`src/hdl/thc_pkg.sv`:
```
// Shared types and constants for the thermostat PWM heater controller.
package thc_pkg;

    localparam int TEMP_W   = 15;
    localparam int RATE_W   = 15;
    localparam int TIME_W   = 32;
    localparam int TARGET_W = 14;
    localparam int MODE_W   = 2;
    localparam int DUTY_W   = 4;
    localparam int ERR_W    = 17;
    localparam int CFG_IDX_W  = 2;
    localparam int CFG_DATA_W = 14;

    localparam int PERIOD_MS_DEFAULT = 10000;

    // register indexes on the configuration port
    localparam logic [CFG_IDX_W-1:0] REG_CONTROL_MODE = 2'd0;
    localparam logic [CFG_IDX_W-1:0] REG_TARGET_TEMP  = 2'd1;

    // mode codes; code 3 is unused and acts as off
    localparam logic [MODE_W-1:0] CTRL_OFF    = 2'd0;
    localparam logic [MODE_W-1:0] CTRL_FORCED = 2'd1;
    localparam logic [MODE_W-1:0] CTRL_AUTO   = 2'd2;

    localparam logic [TARGET_W-1:0] TARGET_MIN   = 14'd5000;
    localparam logic [TARGET_W-1:0] TARGET_MAX   = 14'd9000;
    localparam logic [TARGET_W-1:0] TARGET_RESET = 14'd7500;

    // thresholds in hundredths of a degree
    localparam logic signed [ERR_W-1:0] ERR_BAND_8 = 17'sd100;
    localparam logic signed [ERR_W-1:0] ERR_BAND_6 = 17'sd50;
    localparam logic signed [ERR_W-1:0] ERR_BAND_4 = 17'sd20;
    localparam logic signed [ERR_W-1:0] ERR_BAND_2 = 17'sd0;
    localparam logic signed [ERR_W-1:0] ERR_SLOW   = 17'sd50;
    localparam logic signed [RATE_W-1:0] RATE_FAST = 15'sd20;

    localparam logic [DUTY_W-1:0] DUTY_FULL  = 4'd8;
    localparam logic [DUTY_W-1:0] DUTY_HIGH  = 4'd6;
    localparam logic [DUTY_W-1:0] DUTY_MID   = 4'd4;
    localparam logic [DUTY_W-1:0] DUTY_LOW   = 4'd2;
    localparam logic [DUTY_W-1:0] DUTY_NONE  = 4'd0;

    typedef struct packed {
        logic [MODE_W-1:0]   mode;
        logic [TARGET_W-1:0] target;
    } cfg_t;

endpackage

```
`src/hdl/thc_cfg_regs.sv`:
```
// Configuration registers: control mode and range-checked setpoint.
module thc_cfg_regs (
    input  logic                               aclk,
    input  logic                               aresetn,
    input  logic                               cfg_valid,
    input  logic [thc_pkg::CFG_IDX_W-1:0]      cfg_index,
    input  logic [thc_pkg::CFG_DATA_W-1:0]     cfg_data,
    output thc_pkg::cfg_t                      cfg
);

    thc_pkg::cfg_t cfg_reg;
    thc_pkg::cfg_t cfg_next;

    always_comb begin
        cfg_next = cfg_reg;
        if (cfg_valid) begin
            case (cfg_index)
                thc_pkg::REG_CONTROL_MODE: begin
                    cfg_next.mode = cfg_data[thc_pkg::MODE_W-1:0];
                end
                thc_pkg::REG_TARGET_TEMP: begin
                    // out-of-range setpoints are dropped
                    if (cfg_data inside {[thc_pkg::TARGET_MIN:thc_pkg::TARGET_MAX]}) begin
                        cfg_next.target = cfg_data[thc_pkg::TARGET_W-1:0];
                    end
                end
                default: begin
                    cfg_next = cfg_reg;
                end
            endcase
        end
    end

    always_ff @(posedge aclk) begin
        if (!aresetn) begin
            cfg_reg.mode   <= thc_pkg::CTRL_AUTO;
            cfg_reg.target <= thc_pkg::TARGET_RESET;
        end else begin
            cfg_reg <= cfg_next;
        end
    end

    assign cfg = cfg_reg;

endmodule

```
`src/hdl/thc_duty.sv`:
```
// Duty selection in eighths from setpoint error and rise rate.
module thc_duty (
    input  logic [thc_pkg::TARGET_W-1:0]        target,
    input  logic signed [thc_pkg::TEMP_W-1:0]   temperature,
    input  logic signed [thc_pkg::RATE_W-1:0]   rise_rate,
    output logic [thc_pkg::DUTY_W-1:0]          duty
);

    logic signed [thc_pkg::ERR_W-1:0] error;
    logic [thc_pkg::DUTY_W-1:0]       band_duty;
    logic                             slow_down;

    assign error = $signed({3'b000, target})
                 - $signed({{(thc_pkg::ERR_W-thc_pkg::TEMP_W){temperature[thc_pkg::TEMP_W-1]}},
                            temperature});

    always_comb begin
        if (error > thc_pkg::ERR_BAND_8) begin
            band_duty = thc_pkg::DUTY_FULL;
        end else if (error > thc_pkg::ERR_BAND_6) begin
            band_duty = thc_pkg::DUTY_HIGH;
        end else if (error > thc_pkg::ERR_BAND_4) begin
            band_duty = thc_pkg::DUTY_MID;
        end else if (error > thc_pkg::ERR_BAND_2) begin
            band_duty = thc_pkg::DUTY_LOW;
        end else begin
            band_duty = thc_pkg::DUTY_NONE;
        end
    end

    // rising fast while close to setpoint: back off by half
    assign slow_down = (rise_rate > thc_pkg::RATE_FAST) && (error < thc_pkg::ERR_SLOW);
    assign duty      = slow_down ? (band_duty >> 1) : band_duty;

endmodule

```
`src/hdl/thc_window.sv`:
```
// PWM window timer: holds the window start and compares elapsed time to duty.
module thc_window #(
    parameter int PERIOD_MS = thc_pkg::PERIOD_MS_DEFAULT
) (
    input  logic                              aclk,
    input  logic                              aresetn,
    input  logic                              load,
    input  logic [thc_pkg::TIME_W-1:0]        now_ms,
    input  logic [thc_pkg::DUTY_W-1:0]        duty,
    output logic                              heat,
    output logic [thc_pkg::TIME_W-1:0]        window_start
);

    localparam int CMP_W = thc_pkg::TIME_W + thc_pkg::DUTY_W;
    localparam logic [thc_pkg::TIME_W-1:0] PERIOD = thc_pkg::TIME_W'(PERIOD_MS);

    logic [thc_pkg::TIME_W-1:0] window_start_reg;
    logic [thc_pkg::TIME_W-1:0] window_start_next;
    logic [thc_pkg::TIME_W-1:0] elapsed;
    logic [thc_pkg::TIME_W-1:0] elapsed_eff;
    logic                       wrap;
    logic [CMP_W-1:0]           elapsed_x8;
    logic [CMP_W-1:0]           on_limit;

    assign elapsed     = now_ms - window_start_reg;
    assign wrap        = (elapsed >= PERIOD);
    assign elapsed_eff = wrap ? '0 : elapsed;

    assign elapsed_x8 = {1'b0, elapsed_eff, 3'b000};
    assign on_limit   = CMP_W'(duty) * CMP_W'(PERIOD);
    assign heat       = (elapsed_x8 < on_limit);

    assign window_start_next = (load && wrap) ? now_ms : window_start_reg;

    always_ff @(posedge aclk) begin
        if (!aresetn) begin
            window_start_reg <= '0;
        end else begin
            window_start_reg <= window_start_next;
        end
    end

    assign window_start = window_start_reg;

endmodule

```
`src/hdl/thermostat_pwm_heater_control.sv`:
```
// Top level of the thermostat PWM heater controller.
//
//   channel   prefix  direction  carries
//   update    s_      in         temperature, rise_rate, now_ms, safety flags
//   result    m_      out        heat_on
//   config    cfg_    in         cfg_index, cfg_data (0 mode, 1 setpoint)
//
// One request per cycle while s_ready is high; a taken request passes through the input
// register, then the result register. The window start updates as a request
// moves into the result register, so the next request already sees it.
// Reset is synchronous, active low, and restores mode auto, setpoint 75.00, window 0.
// A stalled result holds the input register; s_ready drops only when both are full.
module thermostat_pwm_heater_control #(
    parameter int PERIOD_MS = thc_pkg::PERIOD_MS_DEFAULT
) (
    input  logic                                aclk,
    input  logic                                aresetn,

    input  logic                                s_valid,
    output logic                                s_ready,
    input  logic signed [thc_pkg::TEMP_W-1:0]   s_temperature,
    input  logic signed [thc_pkg::RATE_W-1:0]   s_rise_rate,
    input  logic [thc_pkg::TIME_W-1:0]          s_now_ms,
    input  logic                                s_sensor_valid,
    input  logic                                s_occupied,
    input  logic                                s_hvac_busy,

    output logic                                m_valid,
    input  logic                                m_ready,
    output logic                                m_heat_on,

    input  logic                                cfg_valid,
    output logic                                cfg_ready,
    input  logic [thc_pkg::CFG_IDX_W-1:0]       cfg_index,
    input  logic [thc_pkg::CFG_DATA_W-1:0]      cfg_data
);

    thc_pkg::cfg_t cfg;

    logic                              in_valid_reg;
    logic                              in_valid_next;
    logic signed [thc_pkg::TEMP_W-1:0] in_temp_reg;
    logic signed [thc_pkg::RATE_W-1:0] in_rate_reg;
    logic [thc_pkg::TIME_W-1:0]        in_now_reg;
    logic                              in_sensor_reg;
    logic                              in_occupied_reg;
    logic                              in_busy_reg;

    logic                              m_valid_reg;
    logic                              m_valid_next;
    logic                              m_heat_on_reg;
    logic                              m_heat_on_next;

    logic                              advance;
    logic                              s_take;
    logic                              safe;
    logic                              auto_sel;
    logic                              forced_sel;
    logic                              win_load;
    logic                              win_heat;
    logic [thc_pkg::DUTY_W-1:0]        duty;
    logic [thc_pkg::TIME_W-1:0]        window_start;

    assign cfg_ready = 1'b1;

    thc_cfg_regs u_cfg (
        .aclk      (aclk),
        .aresetn   (aresetn),
        .cfg_valid (cfg_valid),
        .cfg_index (cfg_index),
        .cfg_data  (cfg_data),
        .cfg       (cfg)
    );

    // result register can take a new value when empty or being drained
    assign advance = !m_valid_reg || m_ready;
    assign s_ready = !in_valid_reg || advance;
    assign s_take  = s_valid && s_ready;

    assign safe       = in_sensor_reg && in_occupied_reg && !in_busy_reg;
    assign auto_sel   = (cfg.mode == thc_pkg::CTRL_AUTO);
    assign forced_sel = (cfg.mode == thc_pkg::CTRL_FORCED);
    assign win_load   = in_valid_reg && advance && safe && auto_sel;

    thc_duty u_duty (
        .target      (cfg.target),
        .temperature (in_temp_reg),
        .rise_rate   (in_rate_reg),
        .duty        (duty)
    );

    thc_window #(
        .PERIOD_MS (PERIOD_MS)
    ) u_window (
        .aclk         (aclk),
        .aresetn      (aresetn),
        .load         (win_load),
        .now_ms       (in_now_reg),
        .duty         (duty),
        .heat         (win_heat),
        .window_start (window_start)
    );

    always_comb begin
        in_valid_next = in_valid_reg;
        if (s_take) begin
            in_valid_next = 1'b1;
        end else if (advance) begin
            in_valid_next = 1'b0;
        end
        m_valid_next   = advance ? in_valid_reg : m_valid_reg;
        m_heat_on_next = safe && (forced_sel || (auto_sel && win_heat));
    end

    always_ff @(posedge aclk) begin
        if (!aresetn) begin
            in_valid_reg <= 1'b0;
            m_valid_reg  <= 1'b0;
        end else begin
            in_valid_reg <= in_valid_next;
            m_valid_reg  <= m_valid_next;
        end
    end

    always_ff @(posedge aclk) begin
        if (s_take) begin
            in_temp_reg     <= s_temperature;
            in_rate_reg     <= s_rise_rate;
            in_now_reg      <= s_now_ms;
            in_sensor_reg   <= s_sensor_valid;
            in_occupied_reg <= s_occupied;
            in_busy_reg     <= s_hvac_busy;
        end
        if (in_valid_reg && advance) begin
            m_heat_on_reg <= m_heat_on_next;
        end
    end

    assign m_valid   = m_valid_reg;
    assign m_heat_on = m_heat_on_reg;

    a_safety_forces_off: assert property (@(posedge aclk) disable iff (!aresetn)
        (in_valid_reg && advance && !safe) |=> (m_valid && !m_heat_on))
        else $error("heat on after safety override");

    a_window_held: assert property (@(posedge aclk) disable iff (!aresetn)
        !win_load |=> $stable(window_start))
        else $error("window start moved without an auto request");

    a_ready_low_only_when_full: assert property (@(posedge aclk) disable iff (!aresetn)
        !s_ready |-> (in_valid_reg && m_valid_reg))
        else $error("input stalled with free room");

    a_target_in_range: assert property (@(posedge aclk) disable iff (!aresetn)
        (cfg.target >= thc_pkg::TARGET_MIN) && (cfg.target <= thc_pkg::TARGET_MAX))
        else $error("setpoint out of range");

endmodule

```
`config.mk`:
```
export PLATFORM = sky130hd
export DESIGN_NAME = thermostat_pwm_heater_control
export DESIGN_NICKNAME = d
export VERILOG_FILES = /design/src/hdl/thc_pkg.sv /design/src/hdl/thc_cfg_regs.sv /design/src/hdl/thc_duty.sv /design/src/hdl/thc_window.sv /design/src/hdl/thermostat_pwm_heater_control.sv
export SDC_FILE = /design/constraint.sdc
export NUM_CORES = 1
export LEC_CHECK = 0
export BUFFER_PORTS_ARGS = -buffer_cell sky130_fd_sc_hd__buf_2
export CAP_MARGIN = 0
export CELL_PAD_IN_SITES_DETAIL_PLACEMENT = 0
export CELL_PAD_IN_SITES_GLOBAL_PLACEMENT = 1
export CORE_ASPECT_RATIO = 0.7
export CORE_MARGIN = 10
export CORE_UTILIZATION = 47
export CTS_BUF_LIST = sky130_fd_sc_hd__clkbuf_8
export DETAILED_ROUTE_END_ITERATION = 6
export PLACE_DENSITY = 0.87
export SLEW_MARGIN = 20
export SYNTH_ARGS = -nofsm -noshare
export SYNTH_HDL_FRONTEND = slang
export SYNTH_SLANG_ARGS = --single-unit
export TNS_END_PERCENT = 1
```
`constraint.sdc`:
```
create_clock -name aclk -period 6.7 [get_ports aclk]
set_input_delay 1.34 -clock aclk [delete_from_list [all_inputs] [get_ports aclk]]
set_output_delay 1.34 -clock aclk [all_outputs]
set_load 0.05 [all_outputs]
```
==> summary.txt <==
Die
  • Vertical extent of the die: 128.6 um
  • I/O pins: 90
  • Die width: 175.2 um
  • Initial core utilization: 48.19%
  • Core Rows: 39
  • CORE AREA: 16440 sq um
  • Die outline area: 22540 sq um

Power
  • Switching power: 0.5173 mW
  • Post-route total power: 1.800 mW
  • Logic pwr share: 17.5%
  • Total power density per cell area: 200.6 nW/um^2
  • Part of the power in registers: 44.3%
  • Internal power: 1.282 mW
  • Switching share of power: 28.74%
  • Clock network fraction of design power: 38.2%
  • Static leakage: 3.627 nW
  • Peak VDD IR: 0.0001679 V

Route
  • Met2 wirelength from detailed routing: 7.255 mm
  • Routed vias/inst: 5.380
  • Uppermost signal routing layer after detailed routing: met4
  • WL met1: 9.879 mm
  • Count of antenna-violating nets left after detailed routing: 0
  • Total wire length: 18.23 mm
  • DRC: 0
  • Detailed-route wire length per cell: 15.57 um
  • Detailed-router iteration count before antenna repair: 5
  • Number of DRC violations after detailed-routing iteration 0: 472
  • Vias after detailed routing: 6300
  • Detail Route met3 WL: 914 um

Cells and area
  • FILL cells: 1513
  • Finished Layout Cells: 1171
  • ANT cells: 0
  • Post-synthesis to final-layout area growth: 13.20%
  • Ratio of cells with drive above 1 in the final layout: 16.91%
  • Final layout net count: 1094

Global routing
  • Gr ovfl total: 0
  • Initial antenna violation count: 0
  • Wire length of the first global-routing pass: 30.63 mm
  • Via count of the first global-routing pass: 6102
  • Total global-route track usage: 16.55%
  • Pin count of the biggest net entering global routing: 83

Critical path
  • Type of origin of the critical path: flop
  • Peak fanout along the critical path: 5
  • Required time of the worst setup path: 7.01 ns
  • FF-to-FF End: m_heat_on
  • Most repeated library cell on the critical path: sky130_fd_sc_hd__inv_1
  • Setup slack of the most critical reg-to-reg path: 0.54 ns
  • Crit path buffers/inverters: 4
  • Depth of the most critical reg-to-reg path: 29
  • Setup crit end kind: flop
  • Crit path max-delay family: compound AO/OA/AOI/OAI gates
  • Crit path kind: flop to flop
  • Critical path arrival: 6.47 ns
  • Max stage delay on crit path: 0.50 ns
  • Reg-to-reg startpoint: u_cfg.cfg[0]
  • Slowest cell on crit path: sky130_fd_sc_hd__fa_1

Flow run
  • Max-cap viol count: 0

Status
  • Status: complete, no violations

Clock network
  • CTS tree: done
  • Clock net sink count: 116
  • Latest clock arrival within the worst-skew pair: 0.45 ns
  • CTS HTree Levels: 4
  • CTS Hold Bufs: 0
  • Inserted Clock Buffers: 17
  • Clock tree root buffer cell: sky130_fd_sc_hd__clkbuf_8
  • Maximum buffer depth of the clock tree: 2
  • Clock transition at the registers of the reported paths: 0.09 ns

Placement
  • Routability Congestion: 0.8717
  • Worst slack, placed: 0.02806 ns
  • Placed wire-length estimate after detailed placement: 13.92 mm
  • Placed cell count: 1135
  • Input/output buffers: 88

Synthesis
  • Post-Synthesis Net Count: 1017
  • Number of distinct standard cells referenced by the synthesized netlist: 78
  • Per-instance average area after synthesis: 9.257 sq um
  • Number of warnings reported in the yosys synthesis log: 0
  • Top cells by area in the synthesized netlist: sky130_fd_sc_hd__edfxtp_1, sky130_fd_sc_hd__dfxtp_1, sky130_fd_sc_hd__ha_1
  • Portion of the post-synthesis area used by sequential elements: 37.64%
  • Post-synth top cells: sky130_fd_sc_hd__nand2_1, sky130_fd_sc_hd__inv_1, sky130_fd_sc_hd__ha_1
  • Ys async rst share: 0%
  • Number of synthesized register bits: 116
  • Cell with the most instances after synthesis: sky130_fd_sc_hd__nand2_1
  • Post-synth EDFFs: 66
  • Gate count after technology mapping: 856
  • Synth Cell Area: 7924 sq um
  • Cell taking the most area after synthesis: sky130_fd_sc_hd__edfxtp_1
  • Synth top area share: 25.01%
  • Main synth FF type: sky130_fd_sc_hd__edfxtp_1

Timing
  • Worst slew margin relative to its limit: 31.50%
  • Worst setup margin: 0.5412 ns
  • Portion of the clock cycle consumed by the worst path in the final layout: 91.92%
  • Setup skew after layout: 0.01861 ns
  • Tightest Pin Transition: 1.028 ns
  • Final slew viol count: 0
  • RSZ-0062 raised after global routing: no
  • Final-layout setup total negative slack: 0 ns
  • Final-report hold violation count: 0
  • Count of endpoints failing setup in the final report: 0
  • Fmax achieved: 0.1624 GHz
  • Minimum period implied by the final worst setup slack: 6.159 ns

Hold path
  • Cell depth of the worst min-delay path: 2
  • Path class of the lowest-slack min-delay path: flop to flop
  • Worst min-delay path endpoint: u_window.window_start[28]
  • Hold Crit Start: u_window.window_start[28]
## cells in the final DEF (no fill, tap or decap), drive strengths merged, types with 28 or more instances in the layout
cell type,count
o21ai,41
nor2,46
edfxtp,66
nand2,116
inv,76
a21o,28
mux2i,47
buf,96
a21oi,45
dfxtp,50
ha,70
## cells by family after synthesis
group	after synthesis	synth area share [%]
AND/OR/NAND/NOR	272	16.69
AO/OA/AOI/OAI	192	16.88
flip-flops	116	37.64
buffers and inverters	111	5.874
adder cells (fa/ha/maj)	75	12.32
multiplexers	48	6.079
XOR/XNOR	40	4.421
other	2	0.09478
## worst reg2reg max path: cells and delay by family (launching register included)
family          cells  cell delay (ns)
compound gates     12             2.26
xor+xnor            1             0.16
fa+ha+maj           6             2.07
buf+inv             4             0.22
flops               1             0.30
simple gates        6             1.00
## area by class of cell
cell class                 instances  area (sq um)  share of cell area, %
sequential                       116          2983                  33.25
timing repair buffer              96         500.5                  5.580
inverter                          73         274.0                  3.055
multi-input combinational        629          4517                  50.36
clock buffer                      17         234.0                  2.608
clock inverter                    15         180.2                  2.009
tap                              225         281.5                  3.139
## how the worst max path moves through the flow
stage                       startpoint        end  slack (ns)  cells past startpoint
after floorplan           u_cfg.cfg[0]  m_heat_on        0.58                     29
after global placement    u_cfg.cfg[0]  m_heat_on        0.21                     29
after detailed placement  u_cfg.cfg[0]  m_heat_on        0.03                     29
after CTS                 u_cfg.cfg[0]  m_heat_on       0.007                     29
after global routing      u_cfg.cfg[0]  m_heat_on        0.03                     30
final                     u_cfg.cfg[0]  m_heat_on        0.54                     29
## layer usage
| metal | GRT usage, % | vias up |
|---|---|---|
| li1 | - | 3199 |
| met2 | 23.04 | 154 |
| met5 | 0 | - |
| met3 | 4.062 | 13 |
| met1 | 24.78 | 2934 |
| met4 | 4.324 | 0 |
## timing repair
item                                    4_1_cts  5_1_grt
endpoints found under the setup margin        0        1
buffers inserted                              0        4
resized for setup                             0       12
## power groups by stage
stage	registers [mW]	logic [mW]	clock network (mW)
CTS	0.797	0.308	0.710
finish	0.797	0.315	0.688
global route	0.800	0.351	0.741
detailed placement	0.813	0.306	0
global placement	0.812	0.304	0
floorplan	0.811	0.223	0
## stage by stage
step,utilization (%),instance area (sq um),hold slack (ns)
CTS,54.13,8901,0.4604
detailed placement,51.61,8487,0.4472
floorplan,-,7924,0.4347
global route,54.55,8970,0.4769
global placement,51.61,8487,0.4438
finish,54.55,8970,0.4573
No activity file was read; power rests on OpenSTA's default activity.
